[config.mk]
export PLATFORM = sky130hd
export DESIGN_NAME = delta_list_timer_queue
export DESIGN_NICKNAME = d
export VERILOG_FILES = /design/src/dltq_pkg.sv /design/src/dltq_datapath.sv /design/src/dltq_ctrl.sv /design/src/delta_list_timer_queue.sv
export SDC_FILE = /design/constraint.sdc
export NUM_CORES = 1
export LEC_CHECK = 0
export BUFFER_PORTS_ARGS = -buffer_cell sky130_fd_sc_hd__buf_4
export CAP_MARGIN = 20
export CORE_MARGIN = 2
export CORE_UTILIZATION = 30
export DETAILED_ROUTE_END_ITERATION = 8
export PLACE_DENSITY = 0.54
export SLEW_MARGIN = 5
export SYNTH_ARGS = -nofsm -noshare
export SYNTH_HDL_FRONTEND = slang
export SYNTH_HIERARCHICAL = 1
export SYNTH_SLANG_ARGS = --single-unit
[constraint.sdc]
create_clock -name clk -period 6.9 [get_ports clk]
set_clock_uncertainty 0.2 [all_clocks]
set_input_delay 0 -clock clk [delete_from_list [all_inputs] [get_ports clk]]
set_output_delay 0 -clock clk [all_outputs]
set_load 0.02 [all_outputs]
[src/dltq_pkg.sv]
// shared types, codes and controller/datapath interface for the delta list timer queue
package dltq_pkg;

  // request operation codes
  localparam logic OP_SET  = 1'b0;
  localparam logic OP_TICK = 1'b1;

  // response event codes
  localparam logic [1:0] EV_SET_OK    = 2'd0;
  localparam logic [1:0] EV_SET_FULL  = 2'd1;
  localparam logic [1:0] EV_EXPIRED   = 2'd2;
  localparam logic [1:0] EV_TICK_IDLE = 2'd3;

  typedef struct packed {
    logic        op;
    logic [7:0]  timer_id;
    logic [15:0] duration;
  } req_t;

  typedef struct packed {
    logic [1:0]  event_res;
    logic [7:0]  expired_id;
    logic [15:0] head_remaining;
    logic        list_empty;
    logic        last;
  } rsp_t;

  // datapath commands issued by the controller
  typedef enum logic [3:0] {
    CMD_NONE,
    CMD_ACCEPT,
    CMD_WALK,
    CMD_SHIFT_RD,
    CMD_SHIFT,
    CMD_INSERT,
    CMD_SCAN,
    CMD_EMIT_RD,
    CMD_EMIT_LD
  } cmd_op_t;

  typedef struct packed {
    cmd_op_t    op;
    logic [1:0] ev;
  } ctl_cmd_t;

  typedef struct packed {
    logic full;
    logic empty;
    logic head_due;
    logic walk_adv;
    logic walk_end;
    logic shift_last;
    logic scan_more;
    logic emit_last;
    logic out_free;
  } dp_status_t;

endpackage

[src/dltq_datapath.sv]
// datapath: circular entry memories, walk/shift/scan counters and response register
module dltq_datapath #(
  parameter int MAX_TIMERS = 16,
  parameter int TIME_BITS  = 16
) (
  input  logic               clk,
  input  logic               rst,
  input  dltq_pkg::req_t     req,
  input  dltq_pkg::ctl_cmd_t cmd,
  output dltq_pkg::dp_status_t stat,
  output logic               rsp_valid,
  input  logic               rsp_ready,
  output dltq_pkg::rsp_t     rsp
);

  localparam int IW = (MAX_TIMERS > 1) ? $clog2(MAX_TIMERS) : 1;
  localparam int CW = $clog2(MAX_TIMERS + 1);
  localparam int SW = CW + 1;
  localparam int TW = TIME_BITS;
  localparam logic [32:0] TMAX = (33'd1 << TIME_BITS) - 33'd1;

  // logical position to physical memory address, wrapping at the depth
  function automatic logic [IW-1:0] phys(input logic [IW-1:0] base,
                                         input logic [CW-1:0] lidx);
    logic [SW-1:0] sum;
    sum = SW'(base) + SW'(lidx);
    if (sum >= SW'(MAX_TIMERS)) sum = sum - SW'(MAX_TIMERS);
    return IW'(sum);
  endfunction

  logic [7:0]    ids    [MAX_TIMERS];
  logic [TW-1:0] deltas [MAX_TIMERS];

  logic [CW-1:0] count;
  logic [IW-1:0] head;
  logic [IW-1:0] base;
  logic [TW-1:0] head_delta;
  logic [TW-1:0] rem;
  logic [7:0]    new_id;
  logic [CW-1:0] pos;
  logic [CW-1:0] shift_idx;
  logic [CW-1:0] scan_idx;
  logic [CW-1:0] emit_idx;
  logic [CW-1:0] emit_cnt;
  logic [7:0]    rd_id;
  logic [TW-1:0] rd_delta;

  logic          rd_en;
  logic [IW-1:0] rd_addr;
  logic          wr_id_en;
  logic          wr_delta_en;
  logic [IW-1:0] wr_addr;
  logic [7:0]    wr_id;
  logic [TW-1:0] wr_delta;
  logic [TW-1:0] dur_sat;
  logic          tick_dec;

  assign dur_sat = (33'(req.duration) > TMAX) ? TW'(TMAX) : TW'(req.duration);

  always_comb begin
    stat.full       = (count == CW'(MAX_TIMERS));
    stat.empty      = (count == '0);
    stat.head_due   = (head_delta < TW'(2));
    stat.walk_end   = (pos == count);
    stat.walk_adv   = (pos != count) && (rem >= rd_delta);
    stat.shift_last = (shift_idx == pos);
    stat.scan_more  = (scan_idx != count) && (rd_delta == '0);
    stat.emit_last  = (CW'(emit_idx + 1'b1) == emit_cnt);
    stat.out_free   = !rsp_valid || rsp_ready;
  end

  assign tick_dec = (req.op == dltq_pkg::OP_TICK) && !stat.empty && !stat.head_due;

  // memory port control
  always_comb begin
    rd_en       = 1'b0;
    rd_addr     = head;
    wr_id_en    = 1'b0;
    wr_delta_en = 1'b0;
    wr_addr     = head;
    wr_id       = rd_id;
    wr_delta    = rd_delta;
    case (cmd.op)
      dltq_pkg::CMD_ACCEPT: begin
        rd_en   = 1'b1;
        rd_addr = phys(head, (req.op == dltq_pkg::OP_SET) ? CW'(0) : CW'(1));
        if (tick_dec) begin
          wr_delta_en = 1'b1;
          wr_delta    = head_delta - TW'(1);
        end
      end
      dltq_pkg::CMD_WALK: begin
        if (stat.walk_adv) begin
          rd_en   = 1'b1;
          rd_addr = phys(head, CW'(pos + 1'b1));
        end
      end
      dltq_pkg::CMD_SHIFT_RD: begin
        rd_en   = 1'b1;
        rd_addr = phys(head, CW'(count - 1'b1));
      end
      dltq_pkg::CMD_SHIFT: begin
        wr_id_en    = 1'b1;
        wr_delta_en = 1'b1;
        wr_addr     = phys(head, CW'(shift_idx + 1'b1));
        // successor of the new entry loses the new entry's delta
        wr_delta    = stat.shift_last ? (rd_delta - rem) : rd_delta;
        if (!stat.shift_last) begin
          rd_en   = 1'b1;
          rd_addr = phys(head, CW'(shift_idx - 1'b1));
        end
      end
      dltq_pkg::CMD_INSERT: begin
        wr_id_en    = 1'b1;
        wr_delta_en = 1'b1;
        wr_addr     = phys(head, pos);
        wr_id       = new_id;
        wr_delta    = rem;
      end
      dltq_pkg::CMD_SCAN: begin
        if (stat.scan_more) begin
          rd_en   = 1'b1;
          rd_addr = phys(head, CW'(scan_idx + 1'b1));
        end
      end
      dltq_pkg::CMD_EMIT_RD: begin
        rd_en   = 1'b1;
        rd_addr = phys(base, emit_idx);
      end
      default: ;
    endcase
  end

  always_ff @(posedge clk) begin
    if (wr_id_en) ids[wr_addr] <= wr_id;
    if (wr_delta_en) deltas[wr_addr] <= wr_delta;
    if (rd_en) begin
      rd_id    <= ids[rd_addr];
      rd_delta <= deltas[rd_addr];
    end
  end

  // control state
  always_ff @(posedge clk) begin
    if (rst) begin
      count     <= '0;
      head      <= '0;
      rsp_valid <= 1'b0;
    end else begin
      // a new load keeps the register full even when the old transaction leaves
      if (cmd.op == dltq_pkg::CMD_EMIT_LD) rsp_valid <= 1'b1;
      else if (rsp_ready) rsp_valid <= 1'b0;
      case (cmd.op)
        dltq_pkg::CMD_INSERT: count <= CW'(count + 1'b1);
        dltq_pkg::CMD_SCAN: begin
          if (!stat.scan_more) begin
            head  <= phys(head, scan_idx);
            count <= count - scan_idx;
          end
        end
        default: ;
      endcase
    end
  end

  // working registers and response payload
  always_ff @(posedge clk) begin
    case (cmd.op)
      dltq_pkg::CMD_ACCEPT: begin
        new_id   <= req.timer_id;
        rem      <= dur_sat;
        pos      <= '0;
        scan_idx <= CW'(1);
        emit_idx <= '0;
        emit_cnt <= CW'(1);
        if (tick_dec) head_delta <= head_delta - TW'(1);
      end
      dltq_pkg::CMD_WALK: begin
        if (stat.walk_adv) begin
          rem <= rem - rd_delta;
          pos <= CW'(pos + 1'b1);
        end
      end
      dltq_pkg::CMD_SHIFT_RD: shift_idx <= CW'(count - 1'b1);
      dltq_pkg::CMD_SHIFT: begin
        if (!stat.shift_last) shift_idx <= CW'(shift_idx - 1'b1);
      end
      dltq_pkg::CMD_INSERT: begin
        if (pos == '0) head_delta <= rem;
      end
      dltq_pkg::CMD_SCAN: begin
        if (stat.scan_more) begin
          scan_idx <= CW'(scan_idx + 1'b1);
        end else begin
          head_delta <= (scan_idx != count) ? rd_delta : '0;
          base       <= head;
          emit_cnt   <= scan_idx;
          emit_idx   <= '0;
        end
      end
      dltq_pkg::CMD_EMIT_LD: begin
        rsp.event_res      <= cmd.ev;
        rsp.expired_id     <= (cmd.ev == dltq_pkg::EV_EXPIRED) ? rd_id : 8'd0;
        rsp.head_remaining <= (count != '0) ? 16'(head_delta) : 16'd0;
        rsp.list_empty     <= (count == '0);
        rsp.last           <= (cmd.ev != dltq_pkg::EV_EXPIRED) || stat.emit_last;
        emit_idx           <= CW'(emit_idx + 1'b1);
      end
      default: ;
    endcase
  end

  a_load_free: assert property (@(posedge clk) disable iff (rst)
    (cmd.op == dltq_pkg::CMD_EMIT_LD) |-> (!rsp_valid || rsp_ready))
    else $error("response loaded over an untaken transaction");

  a_count_max: assert property (@(posedge clk) disable iff (rst)
    count <= CW'(MAX_TIMERS))
    else $error("pending count above capacity");

  a_insert_room: assert property (@(posedge clk) disable iff (rst)
    (cmd.op == dltq_pkg::CMD_INSERT) |-> !stat.full)
    else $error("insert into a full list");

  a_scan_bound: assert property (@(posedge clk) disable iff (rst)
    (cmd.op == dltq_pkg::CMD_SCAN) |-> (scan_idx <= count && scan_idx != '0))
    else $error("expiry scan outside the list");

endmodule

[src/dltq_ctrl.sv]
// controller state machine sequencing set, tick and response phases
module dltq_ctrl (
  input  logic                 clk,
  input  logic                 rst,
  input  logic                 req_valid,
  input  logic                 req_op,
  output logic                 req_ready,
  input  dltq_pkg::dp_status_t stat,
  output dltq_pkg::ctl_cmd_t   cmd
);

  typedef enum logic [2:0] {
    S_IDLE,
    S_WALK,
    S_SHIFT_RD,
    S_SHIFT,
    S_INSERT,
    S_SCAN,
    S_EMIT_RD,
    S_EMIT_LD
  } state_t;

  state_t     state, state_next;
  logic [1:0] ev, ev_next;

  always_comb begin
    state_next = state;
    ev_next    = ev;
    cmd.op     = dltq_pkg::CMD_NONE;
    cmd.ev     = ev;
    case (state)
      S_IDLE: begin
        if (req_valid) begin
          cmd.op = dltq_pkg::CMD_ACCEPT;
          if (req_op == dltq_pkg::OP_SET) begin
            if (stat.full) begin
              ev_next    = dltq_pkg::EV_SET_FULL;
              state_next = S_EMIT_LD;
            end else begin
              state_next = S_WALK;
            end
          end else if (stat.empty || !stat.head_due) begin
            ev_next    = dltq_pkg::EV_TICK_IDLE;
            state_next = S_EMIT_LD;
          end else begin
            ev_next    = dltq_pkg::EV_EXPIRED;
            state_next = S_SCAN;
          end
        end
      end
      S_WALK: begin
        cmd.op = dltq_pkg::CMD_WALK;
        if (stat.walk_end) state_next = S_INSERT;
        else if (!stat.walk_adv) state_next = S_SHIFT_RD;
      end
      S_SHIFT_RD: begin
        cmd.op     = dltq_pkg::CMD_SHIFT_RD;
        state_next = S_SHIFT;
      end
      S_SHIFT: begin
        cmd.op = dltq_pkg::CMD_SHIFT;
        if (stat.shift_last) state_next = S_INSERT;
      end
      S_INSERT: begin
        cmd.op     = dltq_pkg::CMD_INSERT;
        ev_next    = dltq_pkg::EV_SET_OK;
        state_next = S_EMIT_LD;
      end
      S_SCAN: begin
        cmd.op = dltq_pkg::CMD_SCAN;
        if (!stat.scan_more) state_next = S_EMIT_RD;
      end
      S_EMIT_RD: begin
        cmd.op     = dltq_pkg::CMD_EMIT_RD;
        state_next = S_EMIT_LD;
      end
      S_EMIT_LD: begin
        if (stat.out_free) begin
          cmd.op = dltq_pkg::CMD_EMIT_LD;
          if (ev == dltq_pkg::EV_EXPIRED && !stat.emit_last) state_next = S_EMIT_RD;
          else state_next = S_IDLE;
        end
      end
      default: state_next = S_IDLE;
    endcase
  end

  always_ff @(posedge clk) begin
    if (rst) begin
      state     <= S_IDLE;
      ev        <= dltq_pkg::EV_SET_OK;
      req_ready <= 1'b1;
    end else begin
      state     <= state_next;
      ev        <= ev_next;
      req_ready <= (state_next == S_IDLE);
    end
  end

endmodule

[src/delta_list_timer_queue.sv]
// top level of the delta list timer queue: controller plus datapath
//
//  channel | direction | handshake             | payload
//  --------+-----------+-----------------------+----------------------------------------
//  req     | in        | req_valid / req_ready | op, timer_id, duration
//  rsp     | out       | rsp_valid / rsp_ready | event_res, expired_id, head_remaining,
//          |           |                       | list_empty, last
//
//  one request at a time; walk, shift and expiry scan use one read port, one entry a cycle
//  set: walk to the insert position, shift the later entries up unless appended, then insert
//  set on a full list and tick without expiry go straight to the response; expiring tick scans
//  then emits one response per expired timer; reset clears the pending count and head pointer
//  entries need no clearing; a stalled response holds the next load; a new request is taken once the last is loaded
module delta_list_timer_queue #(
  parameter int MAX_TIMERS = 16,
  parameter int TIME_BITS  = 16
) (
  input  logic           clk,
  input  logic           rst,
  input  logic           req_valid,
  output logic           req_ready,
  input  dltq_pkg::req_t req,
  output logic           rsp_valid,
  input  logic           rsp_ready,
  output dltq_pkg::rsp_t rsp
);

  // command and status between controller and datapath
  dltq_pkg::ctl_cmd_t   cmd;
  dltq_pkg::dp_status_t stat;

  // sequencing: accept, walk/shift/insert for a set, scan/emit for an expiring tick
  dltq_ctrl u_ctrl (
    .clk       (clk),
    .rst       (rst),
    .req_valid (req_valid),
    .req_op    (req.op),
    .req_ready (req_ready),
    .stat      (stat),
    .cmd       (cmd)
  );

  // entries live in a circular buffer so expiry only advances the head pointer
  dltq_datapath #(
    .MAX_TIMERS (MAX_TIMERS),
    .TIME_BITS  (TIME_BITS)
  ) u_datapath (
    .clk       (clk),
    .rst       (rst),
    .req       (req),
    .cmd       (cmd),
    .stat      (stat),
    .rsp_valid (rsp_valid),
    .rsp_ready (rsp_ready),
    .rsp       (rsp)
  );

endmodule
Word-level counts from Yosys, hierarchy flattened:

Memory sizes are Yosys's and may differ from the RTL's. A register that Yosys moved wholly into a read port is not among the register bits.
Index checks and enable logic that the tools add are counted.
Widths: inputs -> output; s select.

* bits in registers: 113
* memory bits (writable): 384
* input port bits: 29
* output and inout bits: 30
* word-level logic and storage cells: 202
* memories kept: 2

Memory list
* u_datapath.deltas: depth 16, width 16, read ports 1, clocked after Yosys merged registers in 1, wr ports 1, RTL line dltq_datapath.sv:32 `logic [TW-1:0] deltas [MAX_TIMERS];`
* u_datapath.ids: depth 16, width 8, read ports 1, clocked after Yosys merged registers in 1, wr ports 1, RTL line dltq_datapath.sv:31 `logic [7:0] ids [MAX_TIMERS];`

* add/subtract/negate cells: 29
* magnitude comparators: 11
* eq/ne operators: 31
* multiplexer cells: 70
* bitwise operators: 1
* reduce and logical (&&, ||, !) cells: 38

Operators by type and width (number)
* $mux 16: 7
* $pmux 16 s3: 2
* $ge 6x5->1 const B: 9
* $mux 4: 13
* $pmux 5 s2: 5
* $add 4x5->6: 8
* $sub 4x1->4 const B: 9
* $pmux 16 s2: 1
* $pmux 4 s8: 1
* $sub 16x16->16: 2
* $mux 5: 6
* $mux 3: 9
* $add 5x1->5 const B: 5
* $pmux 4 s6: 1
* $pmux 3 s7: 1
* $eq 4x3->1 const B: 4
* $ge 16x16->1: 1
* $logic_not 16->1: 1
* $lt 16x2->1 const B: 1
* $sub 16x1->16 const B: 1
* $eq 5x5->1: 3
* $pmux 5 s3: 1
* $mux 1: 14
* $reduce_and 2->1: 7
* other kinds (34): 68

Longest topological paths before layout:

* depth after elaboration: 9
* mapped depth: 24
* depth with buffers taken out: 21

Modules after synthesis:

Netlist, hierarchy kept.

Modules (own cells, without submodules)
* dltq_datapath: times used 1, cells each 2011, area each 24915.1 um2, sequential area each 15364.7 um2
* dltq_ctrl: times used 1, cells each 60, area each 559.3 um2, sequential area each 120.1 um2

Worst setup path after synthesis:

No wires, ideal clock.

* path kind: register to register
* start: register u_ctrl.state[1]
* end: memory u_datapath/deltas[7][0] (netlist bit) (enable)
* library setup time: 0.390 ns
* data arrival time: 4.584 ns
* required time: 6.310 ns
* path slack: 1.726 ns
* stages on the path, launching flop included: 20
* buffers on the path: 3
* clock period less this slack: 5.174 ns
* cell sequence: dfxtp_1 -> ha_1 -> nor4b_1 -> nor2_1 -> nand2b_1 -> nor2_1 -> and2_1 -> clkbuf_1 -> clkbuf_1 -> nand2_1 -> o21ai_0 -> ha_1 -> a21o_1 -> a21oi_1 -> xor2_1 -> nor2_1 -> xnor2_1 -> nand2b_1 -> clkbuf_1 -> nor2b_1

RTL lines
* from (decl): RTL line dltq_ctrl.sv:23 `state_t state, state_next;`
* from (signal assigned): RTL line dltq_ctrl.sv:94 `state <= state_next;`
* to (decl): RTL line dltq_datapath.sv:32

==> reports/qor.yml <==
drt-initial-drc-count: 1557
diodes: 0
clkTransAtPathRegs_ns: 0.06
ant_nets: 0
port_buffers: 58
dr.pass1.iters: 8
clock_path_buffers: 3
worstPathCellList: "inv_1 > ha_1 > nor2_1 > a21oi_1 > inv_1 > nand2b_1 > nor2_1 > nand2_1 > or2_2 > inv_1 > ha_1 > a21o_1 > a21oi_1 > xnor3_1 > a21oi_1 > o211ai_1 > a211oi_1 > a21o_2 > buf_12 > a31oi_1 > a32oi_1 > o221ai_1"
tritoncts: "done"
slowest_stage: "dfxtp_1"
max_freq_mhz: 165
io_pins: 59
seq_area_frac_synth_pct: 60.8
final_cell_mix: "505 x edfxtp_1, 199 x nand3_1, 165 x o21ai_0"
grt_overflow: 0
critical_path_class: "flop to flop"
clock_sinks: 521
rsz0062_at_grt: "no"
setup_violations: 0
drv_cap: 0
async_flop_share_pct: 0
coreArea_um2: 83800
syn_inst: 2071
drc: 0
arrival_ns: 6.20
hpwl_um: 46600
min_path_type: "input pin to flop"
grt_usage_pct: 16.3
synthFlopType: "edfxtp_1"
status: "completed"
drive_gt1_share_pct: 13.3
nets: 2257
endpoint_kind: "flop"
startpoint_type: "flop"
final_common_cell: "edfxtp_1"
viasPerCell: 5.29
wl_um: 72000
fp.dieArea_um2: 87300
period_minus_slack_ns: 6.07
relSlewSlack_pct: 32.4
worst-path-buf-inv: 4
post_synth_num_cell_types: 94
syn_area_um2: 25500
slew_viol_final: 0
vias: 17600
htree_num_levels: 2
initial_core_util_pct: 30.4
path_max_fanout: 46
cts_root_buffer: "clkbuf_16"
path_delay_family: "compound AO/OA/AOI/OAI gates"
fill_cells: 8197
tns_ns: 0
grt_pass1_wl_um: 108000
antenna_found_initial: 1
numCtsBuffers: 53
wl_per_cell_um: 21.6
chipWidth_um: 295
ys_seq_elements: 521
required_ns: 7.03
die_h_um: 295
synth_area_per_cell_um2: 12.3
hold_viol: 0
worstMarginPinSlew_ns: 1.01
cpPeakStageDelay_ns: 0.49
synth_edf_count: 505
gp_congestion: 0.867
min_period_over_period_pct: 87.9
insertion_delay_ns: 0.64
synth_fp_nets: 2179
syn2layout_area_growth_pct: 16.2
rows: 106
grt_pass1_vias: 17100
ys_warn_count: 6
grt_max_degree: 127
metrics by stage:
stage	hold slack [ns]	instance area [um2]	util (%)	setup WS (ns)	std cells
after floorplan	-0.131	25500	-	1.73	2071
after global placement	-0.00909	27200	32.4	1.15	3178
after detailed placement	-0.0120	27200	32.4	0.944	3181
after CTS	0.00500	29600	35.3	0.925	3326
after global routing	0.0369	29600	35.3	0.360	3328
final	0.0263	29600	35.3	0.833	3328
worst register-to-register path: cells and delay by family, from the launching register on:
family,cells,cell delay [ns]
adder cells (fa/ha/maj),2,0.50
buffers and inverters,4,0.89
AND/OR/NAND/NOR,5,1.24
flip-flops,1,0.49
AO/OA/AOI/OAI,10,2.13
XOR/XNOR,1,0.35
registers in the layout (all words and copies together) (netlist names), 8 cells and up:
register,count
u_datapath/head_delta,16
u_datapath/deltas,256
u_datapath/ids,128
u_datapath/rsp,28
u_datapath/rem,16
u_datapath/rd_delta,16
u_datapath/rd_id,8
u_datapath/new_id,8
cell families after synthesis:
group	share of synthesized area (%)
muxes	2.39
adders and majority gates	4.17
AOI/OAI and AO/OA	12.5
DFF	60.8
buffers and inverters	3.77
and+or+nand+nor	13.4
xor gates and xnor gates	3.04
routing by layer:
metal	global-route usage (%)	share of wire, %	vias up
li1	-	-	8035
met5	0	0	-
met4	4.58	2.2	0
met2	27.2	48	622
met3	2.22	6.5	105
met1	22.1	43	8829
timing repair:
item	4_1_cts	5_1_grt
endpoints found under the hold margin	43	0
hold buffers	45	0
setup buffers	0	0
setup endpoints to repair	0	0
resized for setup	0	0
worst paths after layout:
check / from / to / slack (ns) / cells past startpoint
worst min register to register: u_ctrl/ev[0] / u_datapath/rsp[26] / 0.29 / 0
worst max register to register: u_ctrl/state[1] / u_datapath/rd_delta[7] / 0.83 / 22
worst min-delay path: req[5] / u_datapath/rem[5] / 0.03 / 4
worst max-delay path: u_ctrl/state[1] / u_datapath/rd_delta[7] / 0.83 / 22
synthesized netlist by cell type, types with 12 or more instances:
master | number | share of area (%)
a32oi_1 | 19 | 0.65
a21o_1 | 22 | 0.65
nor2b_1 | 23 | 0.56
mux4_2 | 21 | 1.9
edfxtp_1 | 505 | 60
nand2b_1 | 17 | 0.42
nor3_1 | 33 | 0.65
and3_1 | 33 | 0.81
nor2_1 | 98 | 1.4
a31oi_1 | 21 | 0.52
and2_1 | 19 | 0.47
nand3_1 | 199 | 3.9
inv_1 | 74 | 1.1
a21oi_1 | 69 | 1.4
ha_1 | 69 | 3.4
a22oi_1 | 15 | 0.44
nand4_1 | 28 | 0.69
buf_2 | 51 | 1.0
o221ai_1 | 18 | 0.62
xor2_1 | 44 | 1.5
clkbuf_1 | 66 | 0.97
a211oi_1 | 26 | 0.77
o21ai_0 | 167 | 3.3
nand2_1 | 162 | 2.4
xnor2_1 | 40 | 1.4
o211ai_1 | 12 | 0.35
dfxtp_1 | 16 | 1.3
area by class of cell:
type | instances | area [um2] | area share, %
inverters | 75 | 282 | 0.951
multi-input cells | 1339 | 9140 | 30.9
clock buffers | 57 | 1340 | 4.53
repair buffers | 159 | 1350 | 4.57
flip-flops and latches | 521 | 15500 | 52.3
well taps | 1134 | 1420 | 4.80
clock inverters | 43 | 574 | 1.94
Power is not shown: default switching activity piles up to over one toggle a cycle in this logic, so the estimate is an artifact.
